`src/rtl/core/efs_pkg.sv`:
```
// Shared types, constants and the CORDIC arctangent table for the epicycle
// synthesis block. No dependencies.
`timescale 1ns / 1ps

package efs_pkg;

  localparam int MAX_TERMS    = 64;
  localparam int ANGLE_BITS   = 16;
  localparam int IDX_W        = $clog2(MAX_TERMS);
  localparam int CNT_W        = $clog2(MAX_TERMS + 1);
  localparam int CORDIC_STEPS = 16;
  localparam int STEP_W       = $clog2(CORDIC_STEPS);
  localparam int CFG_W        = 21;

  typedef enum logic [1:0] {
    CFG_ORIGIN_X   = 2'd0,
    CFG_ORIGIN_Y   = 2'd1,
    CFG_ROTATION   = 2'd2,
    CFG_TERM_COUNT = 2'd3
  } cfg_idx_e;

  typedef struct packed {
    logic        cmd;
    logic [5:0]  term_index;
    logic [9:0]  harmonic;
    logic [19:0] amplitude;
    logic [15:0] term_phase;
    logic [15:0] time_angle;
  } efs_in_t;

  typedef struct packed {
    logic signed [27:0] tip_x;
    logic signed [27:0] tip_y;
  } efs_out_t;

  typedef struct packed {
    logic               vld;
    logic               last;
    logic [1:0]         quad;
    logic [19:0]        amp;
    logic signed [32:0] x;
    logic signed [32:0] y;
    logic signed [32:0] z;
  } cordic_t;

  typedef struct packed {
    logic               vld;
    logic               last;
    logic signed [27:0] dx;
    logic signed [27:0] dy;
  } term_t;

  function automatic logic signed [32:0] atan_turns(input logic [STEP_W-1:0] i);
    logic signed [32:0] r;
    case (i)
      4'd0:    r = 33'sd536870912;
      4'd1:    r = 33'sd316933406;
      4'd2:    r = 33'sd167458907;
      4'd3:    r = 33'sd85004756;
      4'd4:    r = 33'sd42667331;
      4'd5:    r = 33'sd21354465;
      4'd6:    r = 33'sd10679838;
      4'd7:    r = 33'sd5340245;
      4'd8:    r = 33'sd2670163;
      4'd9:    r = 33'sd1335087;
      4'd10:   r = 33'sd667544;
      4'd11:   r = 33'sd333772;
      4'd12:   r = 33'sd166886;
      4'd13:   r = 33'sd83443;
      4'd14:   r = 33'sd41722;
      default: r = 33'sd20861;
    endcase
    return r;
  endfunction

endpackage

```
`src/rtl/core/efs_scale.sv`:
```
// Turns the chain output into Q1.15 cos and sin, scales by the radius and
// rounds each product to Q.8, over three registered stages. Depends on efs_pkg.
`timescale 1ns / 1ps

module efs_scale (
  input  logic             clk_i,
  input  logic             rst_ni,
  input  efs_pkg::cordic_t d_i,
  output efs_pkg::term_t   q_o
);
  import efs_pkg::*;

  logic signed [17:0] rx, ry;
  logic signed [15:0] cq, sq, c_d, s_d;
  logic signed [15:0] c_q, s_q;
  logic [19:0]        amp_q;
  logic signed [36:0] px_d, py_d, px_q, py_q;
  logic signed [36:0] rnd_x, rnd_y;
  logic [1:0]         vld_q, last_q;
  term_t              t_q;

  function automatic logic signed [15:0] clamp15(input logic signed [17:0] v);
    logic signed [15:0] r;
    if (v > 18'sd32767) r = 16'sd32767;
    else if (v < -18'sd32767) r = -16'sd32767;
    else r = v[15:0];
    return r;
  endfunction

  always_comb begin
    rx = 18'((d_i.x + 33'sd16384) >>> 15);
    ry = 18'((d_i.y + 33'sd16384) >>> 15);
    cq = clamp15(rx);
    sq = clamp15(ry);
    case (d_i.quad)
      2'd0: begin c_d = cq;  s_d = sq;  end
      2'd1: begin c_d = -sq; s_d = cq;  end
      2'd2: begin c_d = -cq; s_d = -sq; end
      default: begin c_d = sq; s_d = -cq; end
    endcase
    px_d  = 37'(signed'({1'b0, amp_q}) * c_q);
    py_d  = 37'(signed'({1'b0, amp_q}) * s_q);
    rnd_x = (px_q + 37'sd16384) >>> 15;
    rnd_y = (py_q + 37'sd16384) >>> 15;
  end

  always_ff @(posedge clk_i or negedge rst_ni) begin
    if (!rst_ni) begin
      vld_q      <= '0;
      last_q     <= '0;
      t_q        <= '0;
    end else begin
      vld_q      <= {vld_q[0], d_i.vld};
      last_q     <= {last_q[0], d_i.last};
      t_q.vld    <= vld_q[1];
      t_q.last   <= last_q[1];
      t_q.dx     <= rnd_x[27:0];
      t_q.dy     <= rnd_y[27:0];
    end
  end

  always_ff @(posedge clk_i) begin
    c_q    <= c_d;
    s_q    <= s_d;
    amp_q  <= d_i.amp;
    px_q   <= px_d;
    py_q   <= py_d;
  end

  assign q_o = t_q;

endmodule

```
`config.mk`:
```
export PLATFORM = sky130hd
export DESIGN_NAME = efs_scale
export DESIGN_NICKNAME = d
export VERILOG_FILES = /design/src/rtl/core/efs_pkg.sv /design/src/rtl/core/efs_scale.sv
export SDC_FILE = /design/constraint.sdc
export NUM_CORES = 2
export LEC_CHECK = 0
export ABC_CLOCK_PERIOD_IN_PS = 9700
export BUFFER_PORTS_ARGS = -buffer_cell sky130_fd_sc_hd__buf_2
export CAP_MARGIN = 20
export CORE_MARGIN = 10
export CORE_UTILIZATION = 55
export DETAILED_ROUTE_END_ITERATION = 7
export PLACE_DENSITY_LB_ADDON = 0.25
export SETUP_SLACK_MARGIN = 0.3
export SYNTH_ARGS = -nofsm -noshare
export SYNTH_HDL_FRONTEND = slang
export SYNTH_SLANG_ARGS = --single-unit
```
`constraint.sdc`:
```
create_clock -name clk_i -period 9.7 [get_ports clk_i]
set_input_delay 1.455 -clock clk_i [delete_from_list [all_inputs] [get_ports clk_i]]
set_output_delay 1.455 -clock clk_i [all_outputs]
set_load 0.02 [all_outputs]
```
==> results.json <==
{
  "start_util": 0.5536,
  "final_common_cell": "inv_1",
  "layout_common_cells": "662 x inv_1, 498 x fa_1, 416 x nand2_1",
  "htree_levels": 4,
  "min_path_type": "flip-flop to flip-flop",
  "clk_path_buf_depth": 2,
  "rsz0062_at_grt": "false",
  "die_y_um": 246.8,
  "tritoncts": "done",
  "hold_buffers": 0,
  "synthAdderAreaFrac": 0.4674,
  "drt_iter0_drc": 1225,
  "fin_hold_ws_ns": 0.3494,
  "crit_arrival_ns": 7.88,
  "die_w_um": 246.8,
  "drv_cap": 0,
  "critPathKind": "flip-flop to flip-flop",
  "fin_util": 0.5831,
  "grt_pass1_vias": 23200,
  "post_cts_buffers": 0,
  "finalCriticalPeriod_ns": 7.511,
  "synth-seq-cells": 148,
  "grt_pass1_wl_mm": 114.3,
  "rows": 83,
  "clock_latency_ns": 0.49,
  "clock.fmax_ghz": 0.1331,
  "grt-ovfl-total": 0,
  "cp-end-kind": "flip-flop",
  "antenna_left": 0,
  "synth.avg_cell_area_um2": 8.893,
  "dieArea_um2": 60900,
  "ys_warn_count": 0,
  "cts_buffers": 17,
  "yosys.area_share.xor_xnor": 0.04052,
  "tightest_slew_ns": 1.130,
  "hpwl_mm": 52.18,
  "synth_area_um2": 28290,
  "routed_wl_mm": 68.27,
  "io_buffers": 121,
  "max-slew-margin-rel": 0.2454,
  "start_kind": "flip-flop",
  "layout-drive-gt1-share": 0.07129,
  "dr.pass1.iters": 5,
  "crit_fanout": 17,
  "synthFlopType": "dfxtp_1",
  "cts.sinks": 148,
  "antenna_found_initial": 5,
  "async_reset_ff_frac": 0.3378,
  "finalMaxSlewViolations": 0,
  "grt_max_degree": 64,
  "core_um2": 51090,
  "setup_violations": 0,
  "finalSetupTns_ns": 0,
  "drc": 0,
  "grt_usage": 0.2346,
  "synth.distinct_cells": 92,
  "fin_skew_ns": 0.01518,
  "dr_total_vias": 21510,
  "synth_compound_area_frac": 0.06692,
  "fin_crit_sh": 0.7743,
  "yosys.area_share.simple": 0.1806,
  "fin_nets": 4054,
  "wl_per_cell_um": 17.66,
  "gp_congestion": 0.9230,
  "ioPinCount": 183,
  "synth_top_family_by_area": "adder cells",
  "seq_area_frac_synth": 0.1136,
  "outcome": "finished clean",
  "area_growth_pct": 5.326,
  "synth_fp_nets": 4064,
  "avgViaCountPerCell": 5.565,
  "crit_required_ns": 10.07,
  "muxShareOfSynthArea": 0.01469,
  "hold_violations": 0,
  "synthCells": 3181,
  "clockRootBuffer": "clkbuf_16",
  "clkTransAtPathRegs_ns": 0.07,
  "synth_edf_count": 0,
  "post_cts_resized": 0
}
==> final timing paths <==
| kind | slack (ns) | cells after the start | end | start |
|---|---|---|---|---|
| max reg2reg | 2.19 | 21 | py_q[36] | amp_q[16] |
| min in group asynchronous | 1.10 | 2 | q_o[30] | rst_ni |
| max | 2.19 | 21 | py_q[36] | amp_q[16] |
| max in group asynchronous | 8.11 | 2 | q_o[13] | rst_ni |
| min | 0.35 | 0 | vld_q[1] | vld_q[0] |
| min reg2reg | 0.35 | 0 | vld_q[1] | vld_q[0] |
==> cell families (layout without fill, tap and decap cells) <==
family / after synthesis / count (layout)
other cells: 0 / 2
flops: 148 / 148
buf+inv: 844 / 847
xor+xnor: 130 / 130
mux: 25 / 25
fa+ha+maj: 758 / 758
compound gates: 267 / 267
simple gates: 1009 / 1009
==> state kept, by name, summed over array words and instances, names as in the netlist <==
signal	count
px_q	23
vld_q	2
py_q	23
amp_q	20
q_o	46
c_q	16
s_q	16
last_q	2
==> area by class of cell <==
cell class                 instances  area [um2]
fill                            4544       21300
timing repair buffer             151       850.8
antenna                            2       5.005
multi-input combinational       2189       21780
sequential                       148        3213
clock inverter                     9       118.9
clock buffer                      23       478.0
inverter                         664        2492
tap                              680       850.8
==> through the flow <==
stage	cells	setup WS, ns	instance area, um2
after floorplan	3181	3.286	28290
after global routing	3866	1.841	29790
after global placement	3831	2.403	29160
after CTS	3863	2.261	29760
after detailed placement	3831	2.291	29160
final	3866	2.189	29790
==> worst max-delay path: stages (launching register included) <==
cell	delay, ns
dfxtp_1	1.00
buf_4	0.39
nand2_1	0.11
fa_1	0.57
fa_1	0.54
fa_1	0.52
inv_1	0.05
fa_1	0.51
fa_1	0.50
inv_1	0.05
fa_1	0.47
inv_1	0.04
ha_1	0.33
and3_1	0.23
a221o_1	0.36
nor3b_1	0.21
nand3_1	0.22
a21oi_1	0.28
o41a_1	0.29
o211ai_1	0.18
a2111o_1	0.41
o211a_1	0.13
==> cells in the mapped netlist (26+ instances only) <==
master      n  area [um2]
nand2b_1   26       162.7
nor2_1     88       330.3
dfrtp_1    50        1251
nand3_1    64       320.3
ha_1      260        3253
nand2_1   416        1562
o21ai_0    36       180.2
a21oi_1    59       295.3
xnor2_1    84       735.7
nor3_1     30       150.1
nand4_1    28       175.2
and2_1    265        1658
dfxtp_1    98        1962
clkbuf_1  143       536.8
inv_1     662        2485
xor2_1     45       394.1
fa_1      498        9970
==> routing by layer <==
metal	up-vias	track usage	part of all wire
met2	769	0.4088	0.51
met5	-	0	0.00019
met3	131	0.03863	0.068
met1	10860	0.2839	0.39
met4	2	0.09778	0.032
li1	9756	-	-
Power is not shown: default switching activity piles up to over one toggle a cycle in this logic, so the estimate is an artifact.
