$ cat src/rtl/core/efs_pkg.sv
// Shared types, constants and the CORDIC arctangent table for the epicycle
// synthesis block. No dependencies.
`timescale 1ns / 1ps

package efs_pkg;

  localparam int MAX_TERMS    = 64;
  localparam int ANGLE_BITS   = 16;
  localparam int IDX_W        = $clog2(MAX_TERMS);
  localparam int CNT_W        = $clog2(MAX_TERMS + 1);
  localparam int CORDIC_STEPS = 16;
  localparam int STEP_W       = $clog2(CORDIC_STEPS);
  localparam int CFG_W        = 21;

  typedef enum logic [1:0] {
    CFG_ORIGIN_X   = 2'd0,
    CFG_ORIGIN_Y   = 2'd1,
    CFG_ROTATION   = 2'd2,
    CFG_TERM_COUNT = 2'd3
  } cfg_idx_e;

  typedef struct packed {
    logic        cmd;
    logic [5:0]  term_index;
    logic [9:0]  harmonic;
    logic [19:0] amplitude;
    logic [15:0] term_phase;
    logic [15:0] time_angle;
  } efs_in_t;

  typedef struct packed {
    logic signed [27:0] tip_x;
    logic signed [27:0] tip_y;
  } efs_out_t;

  typedef struct packed {
    logic               vld;
    logic               last;
    logic [1:0]         quad;
    logic [19:0]        amp;
    logic signed [32:0] x;
    logic signed [32:0] y;
    logic signed [32:0] z;
  } cordic_t;

  typedef struct packed {
    logic               vld;
    logic               last;
    logic signed [27:0] dx;
    logic signed [27:0] dy;
  } term_t;

  function automatic logic signed [32:0] atan_turns(input logic [STEP_W-1:0] i);
    logic signed [32:0] r;
    case (i)
      4'd0:    r = 33'sd536870912;
      4'd1:    r = 33'sd316933406;
      4'd2:    r = 33'sd167458907;
      4'd3:    r = 33'sd85004756;
      4'd4:    r = 33'sd42667331;
      4'd5:    r = 33'sd21354465;
      4'd6:    r = 33'sd10679838;
      4'd7:    r = 33'sd5340245;
      4'd8:    r = 33'sd2670163;
      4'd9:    r = 33'sd1335087;
      4'd10:   r = 33'sd667544;
      4'd11:   r = 33'sd333772;
      4'd12:   r = 33'sd166886;
      4'd13:   r = 33'sd83443;
      4'd14:   r = 33'sd41722;
      default: r = 33'sd20861;
    endcase
    return r;
  endfunction

endpackage

$ cat src/rtl/core/efs_cordic_cell.sv
// One CORDIC rotation cell of the chain; registers its result every cycle.
// Depends on efs_pkg.
`timescale 1ns / 1ps

module efs_cordic_cell (
  input  logic                        clk_i,
  input  logic                        rst_ni,
  input  logic [efs_pkg::STEP_W-1:0]  step_i,
  input  efs_pkg::cordic_t            d_i,
  output efs_pkg::cordic_t            q_o
);
  import efs_pkg::*;

  cordic_t            q_d, q_q;
  logic signed [32:0] dx, dy, at;

  always_comb begin
    dx  = d_i.y >>> step_i;
    dy  = d_i.x >>> step_i;
    at  = atan_turns(step_i);
    q_d = d_i;
    if (!d_i.z[32]) begin
      q_d.x = d_i.x - dx;
      q_d.y = d_i.y + dy;
      q_d.z = d_i.z - at;
    end else begin
      q_d.x = d_i.x + dx;
      q_d.y = d_i.y - dy;
      q_d.z = d_i.z + at;
    end
  end

  always_ff @(posedge clk_i or negedge rst_ni) begin
    if (!rst_ni) begin
      q_q <= '0;
    end else begin
      q_q <= q_d;
    end
  end

  assign q_o = q_q;

endmodule

$ cat config.mk
export PLATFORM = sky130hd
export DESIGN_NAME = efs_cordic_cell
export DESIGN_NICKNAME = d
export VERILOG_FILES = /design/src/rtl/core/efs_pkg.sv /design/src/rtl/core/efs_cordic_cell.sv
export SDC_FILE = /design/constraint.sdc
export NUM_CORES = 1
export LEC_CHECK = 0
export ABC_AREA = 1
export BUFFER_PORTS_ARGS = -buffer_cell sky130_fd_sc_hd__buf_4
export CORE_MARGIN = 5
export CORE_UTILIZATION = 60
export CTS_CLUSTER_DIAMETER = 40
export DETAILED_ROUTE_END_ITERATION = 7
export PLACE_DENSITY_LB_ADDON = 0.12
export SLEW_MARGIN = 20
export SYNTH_ARGS = -nofsm -noshare
export SYNTH_HDL_FRONTEND = slang
export SYNTH_SLANG_ARGS = --single-unit
$ cat constraint.sdc
create_clock -name clk_i -period 1.1 [get_ports clk_i]
set_clock_uncertainty 0.15 [all_clocks]
set_input_delay 0.165 -clock clk_i [delete_from_list [all_inputs] [get_ports clk_i]]
set_output_delay 0.165 -clock clk_i [all_outputs]
set_load 0.01 [all_outputs]
==> impl_metrics.yaml, run 1 <==
clock_tree:
  postCtsSetupBuffers: 71
  root_buffer: "clkbuf_16"
  cts_buffers: 17
  clkSinkCount: 123
  hold_buffers: 26
  cts.htree.levels: 4
  cts_resized: 444
  cts.path.max_buffers: 2
placement:
  gp_congestion: 1.05
  hpwl_mm: 54.6
  numPortBuffers: 251
logic_synthesis:
  yosys_warnings: 0
  synth_area_sq_um: 14800
  synth_seq_area_share_pct: 20.7
  synth_edf_count: 0
  avgSynthCellArea_sq_um: 6.21
  async_flop_share_pct: 100
  synthCells: 2389
  synth-seq-cells: 123
  synthFlopType: "dfrtp_1"
  yosys.cell_types.count: 42
  syn_nets: 2630
floorplanning:
  io_pins: 252
  die_w_um: 167
  die_h_um: 167
  initial_utilization_pct: 61.0
  rows: 57
status:
  error: "[ERROR DPL-0038] Utilization greater than 100%, impossible to legalize"
  stop_stage: "clock tree synthesis (4_1_cts)"
  status: "aborted with a tool error"
## cells in the mapped netlist (5+ instances only)
cell / n / area, sq um
xnor2_1: 36 / 315
o2111ai_1: 6 / 52.6
inv_1: 190 / 713
xor2_1: 118 / 1030
o21ai_1: 19 / 95.1
a31oi_1: 8 / 50.1
o21a_1: 11 / 82.6
a21o_1: 17 / 128
nand2_1: 751 / 2820
o21bai_1: 22 / 165
nor3_1: 11 / 55.1
buf_4: 9 / 67.6
nand3_1: 340 / 1700
nor4_1: 5 / 31.3
o211ai_1: 6 / 45.0
inv_2: 13 / 48.8
a221oi_1: 9 / 78.8
nand4_1: 27 / 169
nand2_2: 15 / 93.8
buf_6: 7 / 78.8
o21ai_2: 16 / 140
buf_1: 15 / 56.3
buf_2: 29 / 145
dfrtp_1: 123 / 3080
ha_1: 109 / 1360
o21ai_0: 80 / 400
nor2_1: 225 / 845
nor2_2: 13 / 81.3
clkbuf_1: 14 / 52.6
nand3b_1: 6 / 45.0
a21oi_1: 118 / 591
## per-stage QoR
step                TNS (ns)  cells  setup slack [ns]  instance area [sq um]  hold slack [ns]
floorplan            -180.16   2389             -2.40                  15700           -0.281
global placement     -215.33   3466             -2.62                  22100           -0.180
detailed placement   -244.63   3466             -3.00                  22100           -0.177
## cell families after synthesis
| logic type | after synthesis | share of synthesized area, % |
|---|---|---|
| buf+inv | 277 | 7.84 |
| flops | 123 | 20.7 |
| xor+xnor | 154 | 9.09 |
| simple gates | 1404 | 40.0 |
| compound gates | 319 | 12.7 |
| fa+ha+maj | 112 | 9.60 |
==> run 2, diff against run 1 <==
- CORE_UTILIZATION: 60 -> 40
- CTS_CLUSTER_DIAMETER: 40 -> default
- PLACE_DENSITY_LB_ADDON: 0.12 -> 0.15
==> run 2 against run 1 <==
- the flow now finishes, with violations (design-rule violations, negative hold slack, negative setup slack)
- synthesized area unchanged
- synthesized cell count unchanged
==> impl_metrics.yaml, run 2 <==
layout:
  fin_area_sq_um: 28300
  final_cell_mix: "buf_4 (893), nand2_1 (529), nand2_2 (204), nand3_1 (188), inv_1 (165)"
  final_layout_size_suffix_gt1_share_pct: 54.5
  largest_reg_flops: 123
  final_common_cell: "buf_4"
  final_cells: 3835
  syn_to_final_growth_pct: 90.9
  num_antenna_cells: 0
  fin_nets: 3595
setup_path:
  crit_fanout: 9
  end_kind: "flop"
  path_class: "primary input to flop"
  worstPathRequired_ns: 1.28
  startpoint_type: "primary input"
  worstPathArrival_ns: 3.61
sta:
  hold-worst-slack_ns: -0.188
  drv_slew: 0
  final.min_clock_period_ns: 3.43
  maxSlewHeadroom_pct: 69.0
  setup_viol: 222
  hold_viol: 16
  grt_setup_unrepaired: "yes"
  fin_crit_sh_pct: 312
  setup_ws_ns: -2.33
  fmax_mhz: 292
  worst_pin_slew_ns: 0.460
clock_tree:
  clk_pin_slew_ns: 0.07
  cts_buffers: 17
  clkSinkCount: 123
  hold_buffers: 25
  cts.path.max_buffers: 2
  cts.htree.levels: 4
  cts_tree: "built"
  root_buffer: "clkbuf_16"
logic_synthesis:
  synth_edf_count: 0
  yosys_warnings: 0
  synth_area_sq_um: 14800
  synthCells: 2389
  synthFlopType: "dfrtp_1"
  yosys.cell_types.count: 42
  synth.most_common_cell: "nand2_1"
  netlist_top_cells_count: "nand2_1 (751), nand3_1 (340), nor2_1 (225)"
  ys_top_cells_by_area: "dfrtp_1 (21%), nand2_1 (19%), nand3_1 (11%), ha_1 (9.2%), xor2_1 (7.0%)"
  syn_nets: 2630
  post-synth-top-area-fraction_pct: 20.7
  synth_seq_area_share_pct: 20.7
  async_flop_share_pct: 100
  synth_top_area_cell: "dfrtp_1"
  avgSynthCellArea_sq_um: 6.21
  synth-seq-cells: 123
global_route:
  grt_pass1_wl_mm: 106
  grt_max_degree: 50
  globalRouteOverflowTotal: 0
  antenna_found_initial: 0
  gr-usage-all-layers_pct: 31.9
  grt_pass1_vias: 20230
drt:
  vias: 20721
  drc_errors: 2
  routed_wirelength_mm: 71.8
  drt-initial-drc-count: 1487
  antenna_left: 0
  wl_per_cell_um: 18.7
  dr.pass1.iters: 8
  vias_per_cell: 5.40
power:
  p_per_area_nw_per_um2: 1300
  p_total_mw: 37.0
  power.leakage_nw: 13.8
  ir_worst_vdd_v: 0.00122
floorplanning:
  initial_utilization_pct: 40.5
  die_w_um: 203
  die_h_um: 203
  die_area_sq_um: 41000
  rows: 70
  coreArea_sq_um: 36600
  io_pins: 252
placement:
  placed_area_sq_um: 22600
  dp.cells: 3651
  hpwl_mm: 51.8
  numPortBuffers: 251
  gp_congestion: 0.973
status:
  violations: "design-rule violations, negative hold slack, negative setup slack"
  status: "finished with violations"
run:
  drv_cap: 0
hold_path:
  hp-class: "primary input to flop"
[run 2: cell counts after synthesis]
No cell type changed its count.
[run 2: worst paths after layout]
path                            from  slack, ns  cells past startpoint        to
setup / recovery           step_i[0]      -2.33                     25   q_o[57]
hold / removal                d_i[0]      -0.19                      2    q_o[0]
max in group asynchronous     rst_ni       0.26                      3   q_o[60]
min in group asynchronous     rst_ni      -0.01                      2  q_o[119]
[run 2: cell type report]
class	instances	area (sq um)
fillers	2624	8290
multi-input cells	1989	14600
clock inverters	15	170
clock buffers	17	425
well taps	468	586
flip-flops and latches	123	3080
inverters	203	782
repair buffers	1020	8640
[run 2: critical path, stage by stage]
cell and delay (ns):
buf_12 0.13, bufbuf_16 0.29, nand2_2 0.09, o21ai_2 0.07, o211ai_1 0.29, nand2_1 0.12, nand2_2 0.09, inv_2 0.04
ha_4 0.16, buf_4 0.13, nand4_1 0.09, nand2_1 0.09, xor2_1 0.22, ha_2 0.34, buf_6 0.14, a31oi_4 0.18
nand2_2 0.08, a21o_1 0.22, nand2_1 0.08, nand2_2 0.12, nand2_2 0.11, nand2_4 0.07, nand2_2 0.06, nand2_2 0.06
xor2_1 0.16
[run 2: layer usage]
layer	vias to the layer above	wire length (um)	track usage [%]
li1	9837	-	-
met1	9719	28600	39.7
met2	898	34900	55.0
met3	267	3860	3.87
met4	0	4350	15.1
met5	-	0	0
[run 2: through the flow]
stage	util, %	hold slack (ns)	setup TNS [ns]	setup slack (ns)
after floorplan	-	-0.281	-180.16	-2.40
after global placement	61.9	-0.105	-235.36	-2.98
after detailed placement	61.9	-0.106	-239.68	-3.03
after CTS	72.1	-0.204	-192.32	-2.09
after global routing	77.4	-0.190	-222.88	-2.41
final	77.4	-0.188	-204.97	-2.33
[run 2: where the power goes]
| part | internal [mW] | switching, mW |
|---|---|---|
| Sequential | 6.09 | 0.516 |
| Clock | 3.24 | 2.75 |
| Combinational | 12.1 | 12.3 |
| Total | 21.4 | 15.5 |
[run 2: timing repair]
item	4_1_cts	5_1_grt
pin swaps	192	187
gates cloned	10	1
endpoints found under the hold margin	157	14
setup endpoints to repair	222	222
resized for setup	504	365
setup buffers	72	45
[run 2: cell families (layout without fill, tap and decap cells)]
kind of cell / after synthesis / in the layout / synth area share [%]
flip-flops: 123 / 123 / 20.7
XOR/XNOR: 154 / 154 / 9.09
adder cells (fa/ha/maj): 112 / 112 / 9.60
AND/OR/NAND/NOR: 1404 / 1404 / 40.0
AO/OA/AOI/OAI: 319 / 319 / 12.7
buffers and inverters: 277 / 1255 / 7.84
Power figures use the tool's default switching activity.
